### src/design/ewhd_pkg.sv
// shared types, character constants and decode helpers for the encoded-word header decoder
// used by ewhd_front, ewhd_cmd_fifo and ewhd_back
`timescale 1ns / 1ps

package ewhd_pkg;

  // counter width that covers store depths up to 127
  localparam int CNT_W = 7;
  localparam int LIT_SLOTS = 4;

  localparam logic [7:0] CH_EQ    = 8'h3d;  // '='
  localparam logic [7:0] CH_QM    = 8'h3f;  // '?'
  localparam logic [7:0] CH_UNDER = 8'h5f;  // '_'
  localparam logic [7:0] CH_SPACE = 8'h20;
  localparam logic [7:0] CH_TAB   = 8'h09;
  localparam logic [7:0] CH_LF    = 8'h0a;
  localparam logic [7:0] CH_CR    = 8'h0d;
  localparam logic [7:0] CH_UQ    = 8'h51;  // 'Q'
  localparam logic [7:0] CH_LQ    = 8'h71;  // 'q'
  localparam logic [7:0] CH_UB    = 8'h42;  // 'B'
  localparam logic [7:0] CH_LB    = 8'h62;  // 'b'

  // one command: held spaces, then "=?charset" prefix, then literal bytes
  typedef struct packed {
    logic [CNT_W-1:0]          sp_n;
    logic                      pre;
    logic [CNT_W-1:0]          cs_n;
    logic [2:0]                lit_n;
    logic [LIT_SLOTS-1:0][7:0] lit;
    logic [LIT_SLOTS-1:0]      lit_fw;
  } cmd_t;

  // q and base64 decoder state
  typedef struct packed {
    logic [11:0] sextet;
    logic [3:0]  pend;
    logic        stopped;
    logic [1:0]  hex_phase;
    logic [7:0]  hn;
  } dec_t;

  typedef struct packed {
    dec_t       d;
    logic       emit;
    logic [7:0] b;
  } tc_t;

  function automatic cmd_t add_lit(cmd_t c, logic [7:0] b, logic fw);
    cmd_t r;
    r = c;
    r.lit[r.lit_n[1:0]] = b;
    r.lit_fw[r.lit_n[1:0]] = fw;
    r.lit_n = r.lit_n + 3'd1;
    return r;
  endfunction

  function automatic logic uses_store(cmd_t c);
    return (c.sp_n != '0) || c.pre;
  endfunction

  function automatic logic is_ws(logic [7:0] c);
    return (c == CH_SPACE) || (c == CH_TAB) || (c == CH_LF) || (c == CH_CR);
  endfunction

  function automatic logic [7:0] hex_value(logic [7:0] c);
    logic [7:0] lc;
    if (c >= 8'h30 && c <= 8'h39) begin
      return c - 8'h30;
    end
    lc = (c >= 8'h41 && c <= 8'h5a) ? c + 8'd32 : c;
    return lc - 8'd87;
  endfunction

  // {valid, sextet}
  function automatic logic [6:0] b64_value(logic [7:0] c);
    logic [7:0] v;
    v = 8'h00;
    if (c >= 8'h41 && c <= 8'h5a) begin
      v = c - 8'd65;
      return {1'b1, v[5:0]};
    end else if (c >= 8'h61 && c <= 8'h7a) begin
      v = c - 8'd71;
      return {1'b1, v[5:0]};
    end else if (c >= 8'h30 && c <= 8'h39) begin
      v = c + 8'd4;
      return {1'b1, v[5:0]};
    end else if (c == 8'h2b) begin
      return {1'b1, 6'd62};
    end else if (c == 8'h2f) begin
      return {1'b1, 6'd63};
    end
    return 7'd0;
  endfunction

  function automatic tc_t text_char(dec_t d, logic [7:0] letter, logic [7:0] c);
    tc_t        r;
    logic [6:0] bv;
    logic [3:0] sh;
    logic [11:0] shifted;
    r.d = d;
    r.emit = 1'b0;
    r.b = 8'h00;
    bv = 7'd0;
    sh = 4'd0;
    shifted = 12'd0;
    if (letter == CH_UQ || letter == CH_LQ) begin
      if (d.hex_phase == 2'd1) begin
        r.d.hn = hex_value(c);
        r.d.hex_phase = 2'd2;
      end else if (d.hex_phase == 2'd2) begin
        r.emit = 1'b1;
        r.b = {d.hn[3:0], 4'h0} + hex_value(c);
        r.d.hex_phase = 2'd0;
      end else if (c == CH_EQ) begin
        r.d.hex_phase = 2'd1;
      end else if (c == CH_UNDER) begin
        r.emit = 1'b1;
        r.b = CH_SPACE;
      end else begin
        r.emit = 1'b1;
        r.b = c;
      end
    end else if (!d.stopped) begin
      if (c == CH_EQ) begin
        r.d.stopped = 1'b1;
      end else begin
        bv = b64_value(c);
        if (bv[6]) begin
          r.d.sextet = {d.sextet[5:0], bv[5:0]};
          r.d.pend = d.pend + 4'd6;
          if (r.d.pend >= 4'd8) begin
            sh = r.d.pend - 4'd8;
            shifted = r.d.sextet >> sh;
            r.emit = 1'b1;
            r.b = shifted[7:0];
            r.d.pend = r.d.pend - 4'd8;
          end
        end
      end
    end
    return r;
  endfunction

endpackage

### src/design/ewhd_ram.sv
// generic single write port ram with registered read and read enable
// no dependencies
`timescale 1ns / 1ps

module ewhd_ram #(
  parameter int WIDTH = 8,
  parameter int DEPTH = 16,
  localparam int AW = (DEPTH > 1) ? $clog2(DEPTH) : 1
) (
  input  logic             clk_i,
  input  logic             we_i,
  input  logic [AW-1:0]    waddr_i,
  input  logic [WIDTH-1:0] wdata_i,
  input  logic             re_i,
  input  logic [AW-1:0]    raddr_i,
  output logic [WIDTH-1:0] rdata_o
);

  logic [WIDTH-1:0] mem_q [DEPTH];
  logic [WIDTH-1:0] rdata_q;

  always_ff @(posedge clk_i) begin
    if (we_i) begin
      mem_q[waddr_i] <= wdata_i;
    end
    if (re_i) begin
      rdata_q <= mem_q[raddr_i];
    end
  end

  assign rdata_o = rdata_q;

endmodule

### src/design/ewhd_cmd_fifo.sv
// two-entry command queue between the parser front and the emitter back
// depends on ewhd_pkg
`timescale 1ns / 1ps

module ewhd_cmd_fifo (
  input  logic          clk_i,
  input  logic          rst_ni,
  input  logic          push_i,
  input  ewhd_pkg::cmd_t cmd_i,
  input  logic          pop_i,
  output logic          valid_o,
  output ewhd_pkg::cmd_t cmd_o,
  output logic          full_o,
  output logic          store_busy_o
);

  ewhd_pkg::cmd_t mem_q [2];
  logic       wr_ptr_q, rd_ptr_q;
  logic [1:0] count_q;

  always_ff @(posedge clk_i) begin
    if (push_i) begin
      mem_q[wr_ptr_q] <= cmd_i;
    end
  end

  always_ff @(posedge clk_i or negedge rst_ni) begin
    if (!rst_ni) begin
      wr_ptr_q <= 1'b0;
      rd_ptr_q <= 1'b0;
      count_q  <= 2'd0;
    end else begin
      if (push_i) begin
        wr_ptr_q <= ~wr_ptr_q;
      end
      if (pop_i) begin
        rd_ptr_q <= ~rd_ptr_q;
      end
      count_q <= count_q + {1'b0, push_i} - {1'b0, pop_i};
    end
  end

  assign valid_o = (count_q != 2'd0);
  assign full_o  = (count_q == 2'd2);
  assign cmd_o   = mem_q[rd_ptr_q];
  assign store_busy_o = (valid_o && ewhd_pkg::uses_store(mem_q[rd_ptr_q])) ||
                        (full_o && ewhd_pkg::uses_store(mem_q[~rd_ptr_q]));

endmodule

### src/design/ewhd_front.sv
// parser front: accepts header bytes, tracks word syntax, writes the stores, queues commands
// depends on ewhd_pkg
`timescale 1ns / 1ps

module ewhd_front #(
  parameter int CHARSET_MAX = 16,
  parameter int SPACE_HOLD = 16,
  localparam int CS_AW = (CHARSET_MAX > 1) ? $clog2(CHARSET_MAX) : 1,
  localparam int SP_AW = (SPACE_HOLD > 1) ? $clog2(SPACE_HOLD) : 1
) (
  input  logic             clk_i,
  input  logic             rst_ni,
  input  logic             in_valid_i,
  input  logic [7:0]       in_byte_i,
  input  logic             end_of_text_i,
  output logic             in_stall_o,
  input  logic             fifo_full_i,
  input  logic             store_busy_i,
  output logic             push_o,
  output ewhd_pkg::cmd_t   cmd_o,
  output logic             sp_we_o,
  output logic [SP_AW-1:0] sp_waddr_o,
  output logic             cs_we_o,
  output logic [CS_AW-1:0] cs_waddr_o,
  output logic [7:0]       wdata_o
);

  localparam int CSW = $clog2(CHARSET_MAX + 1);
  localparam int SPW = $clog2(SPACE_HOLD + 1);

  localparam logic [2:0] PH_PLAIN   = 3'd0;
  localparam logic [2:0] PH_EQ      = 3'd1;
  localparam logic [2:0] PH_CHARSET = 3'd2;
  localparam logic [2:0] PH_LETTER  = 3'd3;
  localparam logic [2:0] PH_AFTER   = 3'd4;
  localparam logic [2:0] PH_TEXT    = 3'd5;
  localparam logic [2:0] PH_LIT     = 3'd6;

  logic [2:0]     ph_q, ph_d;
  logic [CSW-1:0] cs_cnt_q, cs_cnt_d;
  logic [7:0]     letter_q, letter_d;
  logic [SPW-1:0] sp_cnt_q, sp_cnt_d;
  logic           bnd_q, bnd_d;
  ewhd_pkg::dec_t dec_q, dec_d;
  logic           qp_q, qp_d;

  ewhd_pkg::cmd_t cmd;
  ewhd_pkg::tc_t  tc;
  logic           do_plain, skip, accept;
  logic [7:0]     c;
  logic           is_q_or_b;

  assign c          = in_byte_i;
  assign in_stall_o = fifo_full_i || store_busy_i;
  assign accept     = in_valid_i && !in_stall_o;
  assign wdata_o    = in_byte_i;
  assign is_q_or_b  = (letter_q == ewhd_pkg::CH_UQ) || (letter_q == ewhd_pkg::CH_LQ) ||
                      (letter_q == ewhd_pkg::CH_UB) || (letter_q == ewhd_pkg::CH_LB);

  always_comb begin
    ph_d       = ph_q;
    cs_cnt_d   = cs_cnt_q;
    letter_d   = letter_q;
    sp_cnt_d   = sp_cnt_q;
    bnd_d      = bnd_q;
    dec_d      = dec_q;
    qp_d       = qp_q;
    cmd        = '0;
    tc         = '0;
    do_plain   = 1'b0;
    skip       = 1'b0;
    sp_we_o    = 1'b0;
    sp_waddr_o = sp_cnt_q[SP_AW-1:0];
    cs_we_o    = 1'b0;
    cs_waddr_o = cs_cnt_q[CS_AW-1:0];

    unique case (ph_q)
      PH_EQ: begin
        if (c == ewhd_pkg::CH_QM) begin
          sp_cnt_d = '0;
          cs_cnt_d = '0;
          ph_d     = PH_CHARSET;
        end else begin
          if (sp_cnt_d != '0) begin
            cmd.sp_n = ewhd_pkg::CNT_W'(sp_cnt_d);
          end
          sp_cnt_d = '0;
          cmd      = ewhd_pkg::add_lit(cmd, ewhd_pkg::CH_EQ, 1'b0);
          bnd_d    = 1'b0;
          do_plain = 1'b1;
        end
      end
      PH_CHARSET: begin
        if (c == ewhd_pkg::CH_QM) begin
          ph_d = PH_LETTER;
        end else if (cs_cnt_q < CSW'(CHARSET_MAX)) begin
          cs_we_o  = 1'b1;
          cs_cnt_d = cs_cnt_q + 1'b1;
        end else begin
          cmd.pre  = 1'b1;
          cmd.cs_n = ewhd_pkg::CNT_W'(cs_cnt_q);
          cs_cnt_d = '0;
          bnd_d    = 1'b0;
          do_plain = 1'b1;
        end
      end
      PH_LETTER: begin
        letter_d = c;
        if (c == ewhd_pkg::CH_QM) begin
          cmd.pre  = 1'b1;
          cmd.cs_n = ewhd_pkg::CNT_W'(cs_cnt_q);
          cmd      = ewhd_pkg::add_lit(cmd, ewhd_pkg::CH_QM, 1'b0);
          cmd      = ewhd_pkg::add_lit(cmd, ewhd_pkg::CH_QM, 1'b0);
          qp_d     = 1'b0;
          ph_d     = PH_LIT;
        end else begin
          ph_d = PH_AFTER;
        end
      end
      PH_AFTER: begin
        if (c == ewhd_pkg::CH_QM) begin
          dec_d = '0;
          qp_d  = 1'b0;
          if (is_q_or_b) begin
            ph_d = PH_TEXT;
          end else begin
            cmd.pre  = 1'b1;
            cmd.cs_n = ewhd_pkg::CNT_W'(cs_cnt_q);
            cmd      = ewhd_pkg::add_lit(cmd, ewhd_pkg::CH_QM, 1'b0);
            cmd      = ewhd_pkg::add_lit(cmd, letter_q, 1'b0);
            cmd      = ewhd_pkg::add_lit(cmd, ewhd_pkg::CH_QM, 1'b0);
            ph_d     = PH_LIT;
          end
        end else begin
          cmd.pre  = 1'b1;
          cmd.cs_n = ewhd_pkg::CNT_W'(cs_cnt_q);
          cmd      = ewhd_pkg::add_lit(cmd, ewhd_pkg::CH_QM, 1'b0);
          cmd      = ewhd_pkg::add_lit(cmd, letter_q, 1'b0);
          cs_cnt_d = '0;
          bnd_d    = 1'b0;
          do_plain = 1'b1;
        end
      end
      PH_TEXT: begin
        if (qp_q) begin
          if (c == ewhd_pkg::CH_EQ) begin
            dec_d    = '0;
            qp_d     = 1'b0;
            ph_d     = PH_PLAIN;
            bnd_d    = 1'b1;
            sp_cnt_d = '0;
            cs_cnt_d = '0;
            skip     = 1'b1;
          end else begin
            qp_d  = 1'b0;
            tc    = ewhd_pkg::text_char(dec_d, letter_q, ewhd_pkg::CH_QM);
            dec_d = tc.d;
            if (tc.emit) begin
              cmd = ewhd_pkg::add_lit(cmd, tc.b, 1'b1);
            end
          end
        end
        if (!skip) begin
          if (c == ewhd_pkg::CH_QM) begin
            qp_d = 1'b1;
          end else begin
            tc    = ewhd_pkg::text_char(dec_d, letter_q, c);
            dec_d = tc.d;
            if (tc.emit) begin
              cmd = ewhd_pkg::add_lit(cmd, tc.b, 1'b1);
            end
          end
        end
      end
      PH_LIT: begin
        if (qp_q) begin
          if (c == ewhd_pkg::CH_EQ) begin
            cmd      = ewhd_pkg::add_lit(cmd, ewhd_pkg::CH_QM, 1'b0);
            cmd      = ewhd_pkg::add_lit(cmd, ewhd_pkg::CH_EQ, 1'b0);
            dec_d    = '0;
            qp_d     = 1'b0;
            ph_d     = PH_PLAIN;
            bnd_d    = 1'b1;
            sp_cnt_d = '0;
            cs_cnt_d = '0;
            skip     = 1'b1;
          end else begin
            qp_d = 1'b0;
            cmd  = ewhd_pkg::add_lit(cmd, ewhd_pkg::CH_QM, 1'b0);
          end
        end
        if (!skip) begin
          if (c == ewhd_pkg::CH_QM) begin
            qp_d = 1'b1;
          end else begin
            cmd = ewhd_pkg::add_lit(cmd, c, 1'b0);
          end
        end
      end
      default: begin
        do_plain = 1'b1;
      end
    endcase

    // plain text handling, after the phase case and before the end-of-header flush
    if (do_plain) begin
      ph_d = PH_PLAIN;
      if (c == ewhd_pkg::CH_EQ) begin
        ph_d = PH_EQ;
      end else if (bnd_d && ewhd_pkg::is_ws(c) && sp_cnt_d < SPW'(SPACE_HOLD)) begin
        sp_we_o    = 1'b1;
        sp_waddr_o = sp_cnt_d[SP_AW-1:0];
        sp_cnt_d   = sp_cnt_d + 1'b1;
      end else begin
        if (sp_cnt_d != '0) begin
          cmd.sp_n = ewhd_pkg::CNT_W'(sp_cnt_d);
        end
        sp_cnt_d = '0;
        cmd      = ewhd_pkg::add_lit(cmd, c, 1'b0);
        bnd_d    = 1'b0;
      end
    end

    // end of header: flush whatever is held, then back to reset values
    if (end_of_text_i) begin
      unique case (ph_d)
        PH_EQ: begin
          if (sp_cnt_d != '0) begin
            cmd.sp_n = ewhd_pkg::CNT_W'(sp_cnt_d);
          end
          cmd = ewhd_pkg::add_lit(cmd, ewhd_pkg::CH_EQ, 1'b0);
        end
        PH_CHARSET: begin
          cmd.pre  = 1'b1;
          cmd.cs_n = ewhd_pkg::CNT_W'(cs_cnt_d);
        end
        PH_LETTER: begin
          cmd.pre  = 1'b1;
          cmd.cs_n = ewhd_pkg::CNT_W'(cs_cnt_d);
          cmd      = ewhd_pkg::add_lit(cmd, ewhd_pkg::CH_QM, 1'b0);
        end
        PH_AFTER: begin
          cmd.pre  = 1'b1;
          cmd.cs_n = ewhd_pkg::CNT_W'(cs_cnt_d);
          cmd      = ewhd_pkg::add_lit(cmd, ewhd_pkg::CH_QM, 1'b0);
          cmd      = ewhd_pkg::add_lit(cmd, letter_d, 1'b0);
        end
        PH_TEXT: begin
          if (qp_d) begin
            tc = ewhd_pkg::text_char(dec_d, letter_d, ewhd_pkg::CH_QM);
            if (tc.emit) begin
              cmd = ewhd_pkg::add_lit(cmd, tc.b, 1'b1);
            end
          end
        end
        PH_LIT: begin
          if (qp_d) begin
            cmd = ewhd_pkg::add_lit(cmd, ewhd_pkg::CH_QM, 1'b0);
          end
        end
        default: begin
          if (sp_cnt_d != '0) begin
            cmd.sp_n = ewhd_pkg::CNT_W'(sp_cnt_d);
          end
        end
      endcase
      ph_d     = PH_PLAIN;
      cs_cnt_d = '0;
      letter_d = '0;
      sp_cnt_d = '0;
      bnd_d    = 1'b1;
      dec_d    = '0;
      qp_d     = 1'b0;
    end

    sp_we_o = sp_we_o && accept;
    cs_we_o = cs_we_o && accept;
  end

  assign cmd_o  = cmd;
  assign push_o = accept && ((cmd.sp_n != '0) || cmd.pre || (cmd.lit_n != 3'd0));

  always_ff @(posedge clk_i or negedge rst_ni) begin
    if (!rst_ni) begin
      ph_q     <= PH_PLAIN;
      cs_cnt_q <= '0;
      letter_q <= '0;
      sp_cnt_q <= '0;
      bnd_q    <= 1'b1;
      dec_q    <= '0;
      qp_q     <= 1'b0;
    end else if (accept) begin
      ph_q     <= ph_d;
      cs_cnt_q <= cs_cnt_d;
      letter_q <= letter_d;
      sp_cnt_q <= sp_cnt_d;
      bnd_q    <= bnd_d;
      dec_q    <= dec_d;
      qp_q     <= qp_d;
    end
  end

endmodule

### src/design/ewhd_back.sv
// emitter back: walks one command at a time, reads the stores, drives the result register
// depends on ewhd_pkg
`timescale 1ns / 1ps

module ewhd_back #(
  parameter int CHARSET_MAX = 16,
  parameter int SPACE_HOLD = 16,
  localparam int CS_AW = (CHARSET_MAX > 1) ? $clog2(CHARSET_MAX) : 1,
  localparam int SP_AW = (SPACE_HOLD > 1) ? $clog2(SPACE_HOLD) : 1
) (
  input  logic             clk_i,
  input  logic             rst_ni,
  input  logic             fifo_valid_i,
  input  ewhd_pkg::cmd_t   fifo_cmd_i,
  output logic             pop_o,
  output logic             busy_o,
  output logic             sp_re_o,
  output logic [SP_AW-1:0] sp_raddr_o,
  input  logic [7:0]       sp_rdata_i,
  output logic             cs_re_o,
  output logic [CS_AW-1:0] cs_raddr_o,
  input  logic [7:0]       cs_rdata_i,
  output logic             out_valid_o,
  input  logic             out_stall_i,
  output logic [7:0]       out_byte_o,
  output logic             from_word_o,
  output logic             last_of_run_o
);

  localparam logic [2:0] SEC_SP   = 3'd0;
  localparam logic [2:0] SEC_PEQ  = 3'd1;
  localparam logic [2:0] SEC_PQ   = 3'd2;
  localparam logic [2:0] SEC_CS   = 3'd3;
  localparam logic [2:0] SEC_LIT  = 3'd4;
  localparam logic [2:0] SEC_DONE = 3'd5;

  localparam logic [1:0] SRC_LIT = 2'd0;
  localparam logic [1:0] SRC_SP  = 2'd1;
  localparam logic [1:0] SRC_CS  = 2'd2;

  logic                       act_q, act_d;
  ewhd_pkg::cmd_t             cmd_q, cmd_d;
  logic [2:0]                 sec_q, sec_d;
  logic [ewhd_pkg::CNT_W-1:0] idx_q, idx_d, idx_nx;

  logic       mid_valid_q, mid_valid_d;
  logic [1:0] mid_src_q;
  logic [7:0] mid_byte_q;
  logic       mid_fw_q, mid_last_q;

  logic       out_valid_q, out_valid_d;
  logic [7:0] out_byte_q;
  logic       out_fw_q, out_last_q;

  logic       advance_out, mid_take, issue;
  logic [1:0] src;
  logic [7:0] ibyte;
  logic       ifw, ilast;
  logic       has_lit;
  logic [2:0] after_sp, after_cs;

  assign advance_out = !out_valid_q || !out_stall_i;
  assign mid_take    = mid_valid_q && advance_out;
  assign issue       = act_q && (!mid_valid_q || advance_out);
  assign idx_nx      = idx_q + 1'b1;
  assign has_lit     = (cmd_q.lit_n != 3'd0);
  assign after_cs    = has_lit ? SEC_LIT : SEC_DONE;
  assign after_sp    = cmd_q.pre ? SEC_PEQ : after_cs;

  always_comb begin
    act_d = act_q;
    cmd_d = cmd_q;
    sec_d = sec_q;
    idx_d = idx_q;
    src   = SRC_LIT;
    ibyte = 8'h00;
    ifw   = 1'b0;
    ilast = 1'b0;
    pop_o = 1'b0;

    unique case (sec_q)
      SEC_SP: begin
        src   = SRC_SP;
        ilast = (idx_nx == cmd_q.sp_n) && !cmd_q.pre && !has_lit;
        if (issue) begin
          idx_d = idx_nx;
          if (idx_nx == cmd_q.sp_n) begin
            sec_d = after_sp;
            idx_d = '0;
          end
        end
      end
      SEC_PEQ: begin
        ibyte = ewhd_pkg::CH_EQ;
        if (issue) begin
          sec_d = SEC_PQ;
        end
      end
      SEC_PQ: begin
        ibyte = ewhd_pkg::CH_QM;
        ilast = (cmd_q.cs_n == '0) && !has_lit;
        if (issue) begin
          sec_d = (cmd_q.cs_n != '0) ? SEC_CS : after_cs;
          idx_d = '0;
        end
      end
      SEC_CS: begin
        src   = SRC_CS;
        ilast = (idx_nx == cmd_q.cs_n) && !has_lit;
        if (issue) begin
          idx_d = idx_nx;
          if (idx_nx == cmd_q.cs_n) begin
            sec_d = after_cs;
            idx_d = '0;
          end
        end
      end
      SEC_LIT: begin
        ibyte = cmd_q.lit[idx_q[1:0]];
        ifw   = cmd_q.lit_fw[idx_q[1:0]];
        ilast = (idx_nx[2:0] == cmd_q.lit_n);
        if (issue) begin
          idx_d = idx_nx;
          if (idx_nx[2:0] == cmd_q.lit_n) begin
            sec_d = SEC_DONE;
          end
        end
      end
      default: begin
      end
    endcase

    if (issue && sec_d == SEC_DONE) begin
      act_d = 1'b0;
    end

    if (!act_q && fifo_valid_i) begin
      pop_o = 1'b1;
      act_d = 1'b1;
      cmd_d = fifo_cmd_i;
      idx_d = '0;
      if (fifo_cmd_i.sp_n != '0) begin
        sec_d = SEC_SP;
      end else if (fifo_cmd_i.pre) begin
        sec_d = SEC_PEQ;
      end else begin
        sec_d = SEC_LIT;
      end
    end
  end

  assign sp_re_o    = issue && (sec_q == SEC_SP);
  assign cs_re_o    = issue && (sec_q == SEC_CS);
  assign sp_raddr_o = idx_q[SP_AW-1:0];
  assign cs_raddr_o = idx_q[CS_AW-1:0];
  assign busy_o     = act_q && ewhd_pkg::uses_store(cmd_q);

  always_comb begin
    mid_valid_d = mid_valid_q;
    if (issue) begin
      mid_valid_d = 1'b1;
    end else if (mid_take) begin
      mid_valid_d = 1'b0;
    end
    out_valid_d = out_valid_q;
    if (mid_take) begin
      out_valid_d = 1'b1;
    end else if (out_valid_q && !out_stall_i) begin
      out_valid_d = 1'b0;
    end
  end

  always_ff @(posedge clk_i or negedge rst_ni) begin
    if (!rst_ni) begin
      act_q       <= 1'b0;
      sec_q       <= SEC_DONE;
      idx_q       <= '0;
      mid_valid_q <= 1'b0;
      out_valid_q <= 1'b0;
    end else begin
      act_q       <= act_d;
      sec_q       <= sec_d;
      idx_q       <= idx_d;
      mid_valid_q <= mid_valid_d;
      out_valid_q <= out_valid_d;
    end
  end

  always_ff @(posedge clk_i) begin
    cmd_q <= cmd_d;
    if (issue) begin
      mid_src_q  <= src;
      mid_byte_q <= ibyte;
      mid_fw_q   <= ifw;
      mid_last_q <= ilast;
    end
    if (mid_take) begin
      unique case (mid_src_q)
        SRC_SP:  out_byte_q <= sp_rdata_i;
        SRC_CS:  out_byte_q <= cs_rdata_i;
        default: out_byte_q <= mid_byte_q;
      endcase
      out_fw_q   <= mid_fw_q;
      out_last_q <= mid_last_q;
    end
  end

  assign out_valid_o   = out_valid_q;
  assign out_byte_o    = out_byte_q;
  assign from_word_o   = out_fw_q;
  assign last_of_run_o = out_last_q;

endmodule

### src/design/encoded_word_header_decoder.sv
// encoded-word header decoder: commands pass the command queue, then the emitter's
// command, mid and output registers; throughput: one byte accepted per cycle while the
// command queue has room and no pending command still reads a store; the emitter gives
// one result per cycle unless out_stall_i holds it, and none while it loads a command
// reset: asynchronous, clears parser and emitter control, stores are not cleared
`timescale 1ns / 1ps

module encoded_word_header_decoder #(
  parameter int CHARSET_MAX = 16,
  parameter int SPACE_HOLD = 16
) (
  input  logic       clk_i,
  input  logic       rst_ni,
  // input transaction: one header byte
  input  logic       in_valid_i,
  output logic       in_stall_o,
  input  logic [7:0] in_byte_i,
  input  logic       end_of_text_i,
  // output transaction: one result byte
  output logic       out_valid_o,
  input  logic       out_stall_i,
  output logic [7:0] out_byte_o,
  output logic       from_word_o,
  output logic       last_of_run_o
);

  localparam int CS_AW = (CHARSET_MAX > 1) ? $clog2(CHARSET_MAX) : 1;
  localparam int SP_AW = (SPACE_HOLD > 1) ? $clog2(SPACE_HOLD) : 1;

  // front to queue
  logic           push;
  ewhd_pkg::cmd_t push_cmd;
  // queue to back
  logic           fifo_valid, fifo_full, fifo_busy, pop;
  ewhd_pkg::cmd_t head_cmd;
  logic           back_busy;

  // store ports
  logic             sp_we, cs_we, sp_re, cs_re;
  logic [SP_AW-1:0] sp_waddr, sp_raddr;
  logic [CS_AW-1:0] cs_waddr, cs_raddr;
  logic [7:0]       wdata, sp_rdata, cs_rdata;

  // the front must not overwrite a store entry that a pending command still reads
  logic store_busy;
  assign store_busy = fifo_busy || back_busy;

  ewhd_front #(
    .CHARSET_MAX(CHARSET_MAX),
    .SPACE_HOLD (SPACE_HOLD)
  ) u_front (
    .clk_i        (clk_i),
    .rst_ni       (rst_ni),
    .in_valid_i   (in_valid_i),
    .in_byte_i    (in_byte_i),
    .end_of_text_i(end_of_text_i),
    .in_stall_o   (in_stall_o),
    .fifo_full_i  (fifo_full),
    .store_busy_i (store_busy),
    .push_o       (push),
    .cmd_o        (push_cmd),
    .sp_we_o      (sp_we),
    .sp_waddr_o   (sp_waddr),
    .cs_we_o      (cs_we),
    .cs_waddr_o   (cs_waddr),
    .wdata_o      (wdata)
  );

  // held whitespace run
  ewhd_ram #(
    .WIDTH(8),
    .DEPTH(SPACE_HOLD)
  ) u_sp_ram (
    .clk_i  (clk_i),
    .we_i   (sp_we),
    .waddr_i(sp_waddr),
    .wdata_i(wdata),
    .re_i   (sp_re),
    .raddr_i(sp_raddr),
    .rdata_o(sp_rdata)
  );

  // charset bytes of the word being parsed
  ewhd_ram #(
    .WIDTH(8),
    .DEPTH(CHARSET_MAX)
  ) u_cs_ram (
    .clk_i  (clk_i),
    .we_i   (cs_we),
    .waddr_i(cs_waddr),
    .wdata_i(wdata),
    .re_i   (cs_re),
    .raddr_i(cs_raddr),
    .rdata_o(cs_rdata)
  );

  ewhd_cmd_fifo u_fifo (
    .clk_i       (clk_i),
    .rst_ni      (rst_ni),
    .push_i      (push),
    .cmd_i       (push_cmd),
    .pop_i       (pop),
    .valid_o     (fifo_valid),
    .cmd_o       (head_cmd),
    .full_o      (fifo_full),
    .store_busy_o(fifo_busy)
  );

  ewhd_back #(
    .CHARSET_MAX(CHARSET_MAX),
    .SPACE_HOLD (SPACE_HOLD)
  ) u_back (
    .clk_i        (clk_i),
    .rst_ni       (rst_ni),
    .fifo_valid_i (fifo_valid),
    .fifo_cmd_i   (head_cmd),
    .pop_o        (pop),
    .busy_o       (back_busy),
    .sp_re_o      (sp_re),
    .sp_raddr_o   (sp_raddr),
    .sp_rdata_i   (sp_rdata),
    .cs_re_o      (cs_re),
    .cs_raddr_o   (cs_raddr),
    .cs_rdata_i   (cs_rdata),
    .out_valid_o  (out_valid_o),
    .out_stall_i  (out_stall_i),
    .out_byte_o   (out_byte_o),
    .from_word_o  (from_word_o),
    .last_of_run_o(last_of_run_o)
  );

endmodule

### config.mk
export PLATFORM = sky130hd
export DESIGN_NAME = encoded_word_header_decoder
export DESIGN_NICKNAME = d
export VERILOG_FILES = /design/src/design/ewhd_pkg.sv /design/src/design/ewhd_ram.sv /design/src/design/ewhd_cmd_fifo.sv /design/src/design/ewhd_front.sv /design/src/design/ewhd_back.sv /design/src/design/encoded_word_header_decoder.sv
export SDC_FILE = /design/constraint.sdc
export NUM_CORES = 1
export LEC_CHECK = 0
export ABC_AREA = 1
export BUFFER_PORTS_ARGS = -buffer_cell sky130_fd_sc_hd__buf_4
export CAP_MARGIN = 30
export CORE_MARGIN = 2
export CORE_UTILIZATION = 30
export DETAILED_ROUTE_END_ITERATION = 10
export SLEW_MARGIN = 20
export SYNTH_ARGS = -nofsm -noshare
export SYNTH_HDL_FRONTEND = slang
export SYNTH_SLANG_ARGS = --single-unit
### constraint.sdc
create_clock -name clk_i -period 8.8 [get_ports clk_i]
set_input_delay 1.76 -clock clk_i [delete_from_list [all_inputs] [get_ports clk_i]]
set_output_delay 1.76 -clock clk_i [all_outputs]
set_load 0.01 [all_outputs]
**Yosys cells after proc, flatten, opt, wreduce, memory -nomap -nowiden**

Memory sizes are Yosys's and may differ from the RTL's. A register that Yosys moved wholly into a read port is not among the register bits.
Cells that the tools add are included.

- $add $sub $neg: 21
- Magnitude comparators: 20
- Equal/unequal tests: 51
- Shifts and indexed selects: 1
- Multiplexer cells: 256
- Bitwise logic cells: 18
- Reductions and logical operators: 77

Operator list:

| operator | count |
|---|---|
| 54-bit two-way mux | 11 |
| 39-bit one-hot mux with 5 select lines | 2 |
| 39-bit two-way mux | 8 |
| 27-bit two-way mux | 9 |
| 8-bit two-way mux | 25 |
| 32-bit bitwise mux | 5 |
| 9-bit two-way mux | 17 |
| 7-bit two-way mux | 21 |
| 47-bit two-way mux | 2 |
| 27-bit one-hot mux with 3 select lines | 1 |
| 8-bit demux with 2-bit select | 5 |
| 19-bit two-way mux | 4 |
| 1-bit two-way mux | 71 |
| 5-bit two-way mux | 14 |
| 3-bit two-way mux | 20 |
| 8-bit by 7-bit equality test with 1-bit output (second input constant) | 7 |
| 8-bit one-hot mux with 3 select lines | 2 |
| 8-bit one-hot mux with 6 select lines | 1 |
| 8-bit by 6-bit equality test with 1-bit output (second input constant) | 5 |
| 38-bit two-way mux | 1 |
| 37-bit two-way mux | 1 |
| 7-bit one-hot mux with 5 select lines | 1 |
| 7-bit nonzero test | 5 |
| 17-bit two-way mux | 2 |
| other kinds (72) | 204 |

- Register bits: 143
- Memory bits (writable): 364
- Bits of input ports: 13
- Output and inout bits: 12
- Memories kept: 3

Memories:

| name | depth | width | rd ports | clocked after Yosys merged registers in | wr ports | line | source |
|---|---|---|---|---|---|---|---|
| u_cs_ram.mem_q | 16 | 8 | 1 | 1 | 1 | ewhd_ram.sv:19 | `logic [WIDTH-1:0] mem_q [DEPTH];` |
| u_sp_ram.mem_q | 16 | 8 | 1 | 1 | 1 | ewhd_ram.sv:19 |  |
| u_fifo.mem_q | 2 | 54 | 2 | 0 | 1 | ewhd_cmd_fifo.sv:17 | `ewhd_pkg::cmd_t mem_q [2];` |

**Depth between registers and ports, before layout**

- Depth in word-level cells: 60
- Depth in mapped cells: 37
- Gate-level depth less buffers: 36

**By module**

Synthesis repeated with hierarchy kept, for this count alone.

- Cells, all modules: 3194
- Area, all modules: 27863.0 um2

By module, submodules not included:

| module | instances | cells each | area an instance (um2) | sequential area each (um2) |
|---|---|---|---|---|
| ewhd_front | 1 | 1341 | 7741.2 | 1002.2 |
| ewhd_ram (u_sp_ram) | 1 | 551 | 5853.1 | 4083.9 |
| ewhd_ram (u_cs_ram) | 1 | 551 | 5846.9 | 4083.9 |
| ewhd_cmd_fifo | 1 | 346 | 4292.9 | 3343.2 |
| ewhd_back | 1 | 402 | 4117.7 | 2610.0 |
| encoded_word_header_decoder | 1 | 3 | 11.3 | 0.0 |

**Worst setup path after synthesis**

OpenSTA, ideal clock, no wires.

- Path kind: input to register
- Start point: input port in_byte_i[1]
- End point: memory u_fifo.mem_q[1][0] (netlist name) (enable)
- Data arrival time: 8170 ps
- Data required time: 8342 ps
- Setup slack: 172 ps
- Stages: 33
- Buffers on the path: 3
- Path through: inv_1 > ha_1 > nand2_1 > nor2_8 > nand2_2 > buf_2 > nand2_1 > buf_2 > ha_1 > xnor2_1 > inv_1 > nand2_1 > nand2_1 > nand2_1 > inv_1 > ha_1 > or2_2 > nand3_1 > inv_2 > nor4_4 > ha_1 > inv_1 > o21ai_1 > ha_1 > clkbuf_1 > nand2_1 > nand3_1 > nand2_1 > o211ai_1 > o21ai_1 > nand2_1 > o21ai_2 > nor2_1

- Word-level cells in the longest chain between the ends: 44
- Elaborated cells on any way between the ends: 167
- Classes of those cells: 7 x add/sub; 8 x order compare; 19 x eq/ne; 116 x mux; 17 x reduce/logical

Ends and longest elaborated chain:

| item | line | source |
|---|---|---|
| start: declaration | encoded_word_header_decoder.sv:17 | `input logic [7:0] in_byte_i,` |
| branches (longest 38 deep; another with 8-bit by 6-bit greater-or-equal comparator with 1-bit output) | n/a |  |
| 54-bit two-way mux (*) | ewhd_front.sv:225 | `if (end_of_text_i) begin` |
| 3-bit nonzero test | ewhd_front.sv:281 | `assign push_o = accept && ((cmd.sp_n != '0) \|\| cmd.pre \|\| (cmd.lit_n != 3'd0));` |
| 1-bit logical OR (*) | ewhd_front.sv:281 |  |
| 1-bit logical AND (*) | ewhd_front.sv:281 |  |
| 1-bit two-way mux (*) | ewhd_cmd_fifo.sv:22 | `if (push_i) begin` |
| 1-bit two-way mux (implied by the code) (*) | ewhd_cmd_fifo.sv:23 | `mem_q[wr_ptr_q] <= cmd_i;` |
| end: declaration | ewhd_cmd_fifo.sv:17 |  |

Mark *: on every way between the ends. The select of a mux whose other input is x is not followed.

==> results.md <==
* Post-detail-place hpwl at roughly 52,000 microns
* Number of global-route vias before repair at 18,377
* DR pass1 iterations at 6
* Initial antenna violation count at 3
* Unrepaired setup endpoints after global routing: false
* Crit path launch type: input pin
* Pin count of the biggest net entering global routing at a little under 80
* Area delta synth->final at 12.2%
* Synthesized area at 25,100 sq um
* Avg Inst Size Synth at between 9 and 10 sq um
* Resize count post-CTS at 0
* Initial Util at between 30 and 40%
* Async set-or-reset flop fraction in the synthesized netlist at 11.4%
* Seq/Total Area, Yosys at slightly below 60%
* CTS H-tree depth at 2
* Vias at just under 20,000
* CTS root buffer: clkbuf_16
* Synth area leader: edfxtp_1
* Drt drc at 0
* CP Class: in2reg
* Slowest CP cell: buf_4
* Setup Viol. Count Final at 0
* Die X at 293 microns
* Num Clock Sinks at roughly 500
* Proportion of layout cells with a drive suffix above 1 at a little under 9%
* Std-Cell Rows at 106
* Worst hold path type: reg2reg
* Final setup margin at approximately 1600 ps
* Overflow after GRT at 0
* Fin. Hold Viols at 0
* CTS Hold Bufs at 0
* Initial DRC count at between 2,000 and 2,500
* Number of max-cap violations at 0
* CTS Buf Count at 50
* Tmin final at 7250 ps
* Pwr/cell area at about 350 nW/um^2
* Setup_tns at 0 ps
* Worst Max-Slew Pin Slew at 947 ps
* CTS Buffer Depth at 3
* Die ar. at 86,000 sq um
* # Post-CTS Setup Buffers at 0
* WL/cell at ~20 microns
* Netlist cell types at 66
* Routed vias/inst at a little over 5
* Layout Nets at about 2,700
* Clk_lat worst skew at 610 ps
* Die Y at 293 microns
* Worst slack, placed at slightly above 1000 ps
* Crit path DAT at approximately 7600 ps
* Most numerous cell on the critical path: nand2_1
* Status: finished clean
* Relative slew margins at 36.2%
* Crit path max fanout at 41
* Ports at 25
* CP max stage delay at 410 ps
* Fin Clk Skew at 28.6 ps
* Critical Path End Type: register
* CTS tree: yes
* CP Data Required Time at slightly above 9000 ps
* Count of flip-flops with a built-in enable after synthesis at roughly 440
* Port Buffer Count at 24
* FILL cells at approximately 8,400
* R2R Setup Slk at ~2900 ps
* Clock slew seen by the registers of the worst setup and hold paths at 60 ps
* GPL Wtd Cong at approximately 0.96
* FF+latch count, synth at between 500 and 600
* Antenna Nets Post-Route at 0
* Max Fclk at about 140 MHz
* Area of the multi-input gates at 8950 sq um
* Primary FF master, synth: edfxtp_1
* VDD IR-drop max at roughly 0.17 mV
* Syn Inst Count at approximately 2,600
* Syn Nets at around 2,600
* Diode count at 0
* Synth top area cells: edfxtp_1, nand2_1, dfrtp_1
* Register area at ~15,000 sq um
* Static leakage at about 11 nW
* First-pass GRT wire length at between 100,000 and 150,000 microns
* Core box area at approximately 83,000 sq um
* Total GRT Usage at approximately 17%
* Ys Warns at 0
* Top cell type's share of synthesized area at 53.1%
* Pins Over Slew Limit at 0
* Final period util at about 80%
* Final Routed Wirelength at 76,100 microns
## critical path: cells and delay by family
family | cells | cell delay [ps]
compound gates | 4 | 620
buf+inv | 9 | 1630
simple gates | 18 | 2390
fa+ha+maj | 4 | 1110
## cell usage in the layout, fill, tap and decap left out, drive strengths merged, types with 9 or more instances in the layout
cell type  instances
nand2            541
edfxtp           444
nor2             300
o21ai            264
inv              254
a21oi            172
nand3             82
o22ai             81
buf               69
clkbuf            63
dfrtp             54
ha                52
o221ai            42
clkinv            28
nor3              20
nand4             19
o211ai            18
xor2              17
xnor2             14
o2111ai           12
or2                9
## power by group
group          internal, mW  total, mW  switching, mW
logic                  1.22       4.47           3.24
clock network          1.12       2.05          0.932
registers              3.08       3.29          0.204
total                  5.43       9.80           4.38
## layer usage
metal  wire (microns)  GRT usage [%]  part of all wire, %  vias to the layer above
met3             4610           2.28                  6.1                      185
met5               19              0                0.025                        -
met4             3420           7.50                  4.5                        4
met1            31900           22.6                   42                     9235
li1                 -              -                    -                     9078
met2            36200           29.2                   48                      758
## cell families (layout without fill, tap and decap cells)
family          after synthesis  after routing  share of synthesized area, %
simple gates                980            980                          16.6
compound gates              645            645                          15.1
flops                       501            501                          58.8
buf+inv                     357            416                          5.55
fa+ha+maj                    53             53                          2.67
xor+xnor                     31             31                          1.08
mux                           4              4                         0.160
## flip-flops by register name, indices dropped and copies added, names as in the netlist, 8 cells and up
| name | cells |
|---|---|
| u_back.cmd_q | 50 |
| u_cs_ram.mem_q | 128 |
| u_back.mid_byte_q | 8 |
| u_sp_ram.rdata_o | 8 |
| u_front.dec_q | 17 |
| u_cs_ram.rdata_o | 8 |
| u_back.out_byte_o | 8 |
| u_fifo.mem_q | 100 |
| u_front.letter_q | 8 |
| u_sp_ram.mem_q | 128 |
## per-stage QoR
| step | util, % | hold slack, ps | area (sq um) | cells | power (mW) |
|---|---|---|---|---|---|
| finish | 33.8 | 420 | 28200 | 3710 | 9.80 |
| global route | 33.8 | 429 | 28200 | 3710 | 10.4 |
| CTS | 33.8 | 421 | 28100 | 3705 | 9.80 |
| detailed placement | 31.9 | 406 | 26600 | 3613 | 7.75 |
| global placement | 31.8 | 401 | 26500 | 3608 | 7.75 |
| floorplan | - | 400 | 25100 | 2571 | 6.18 |
## synth_stat cells (14+ instances only)
cell	count
nor3_1	18
nand3_1	78
dfrtp_1	54
nand2_1	525
inv_1	229
inv_2	19
a21oi_1	170
nand4_1	17
buf_2	14
o221ai_1	42
clkbuf_1	72
o21ai_0	250
xnor2_1	14
edfxtp_1	444
o211ai_1	18
nor2_1	284
o22ai_1	81
ha_1	52
xor2_1	17
## path summary, 6_finish.rpt
kind	start	to	cells after the start
worst min-delay path	u_back.mid_fw_q	u_back.from_word_o	0
worst min register to register	u_back.mid_fw_q	u_back.from_word_o	0
worst max-delay path	in_byte_i[0]	u_fifo.mem_q[0][46]	35
min in group asynchronous	rst_ni	u_front.letter_q[6]	1
worst max register to register	u_front.letter_q[2]	u_fifo.mem_q[0][46]	31
max in group asynchronous	rst_ni	u_back.idx_q[0]	1
## area by class of cell
cell class                      instances  share of cell area, %
Clock buffer                           63                   4.76
Clock inverter                         29                  0.720
Tap cell                             1080                   4.80
Timing Repair Buffer                   69                   2.04
Sequential cell                       501                   52.4
Inverter                              255                   3.43
Multi-Input combinational cell       1713                   31.8
Note: power is estimated with default switching activity, not from simulation.
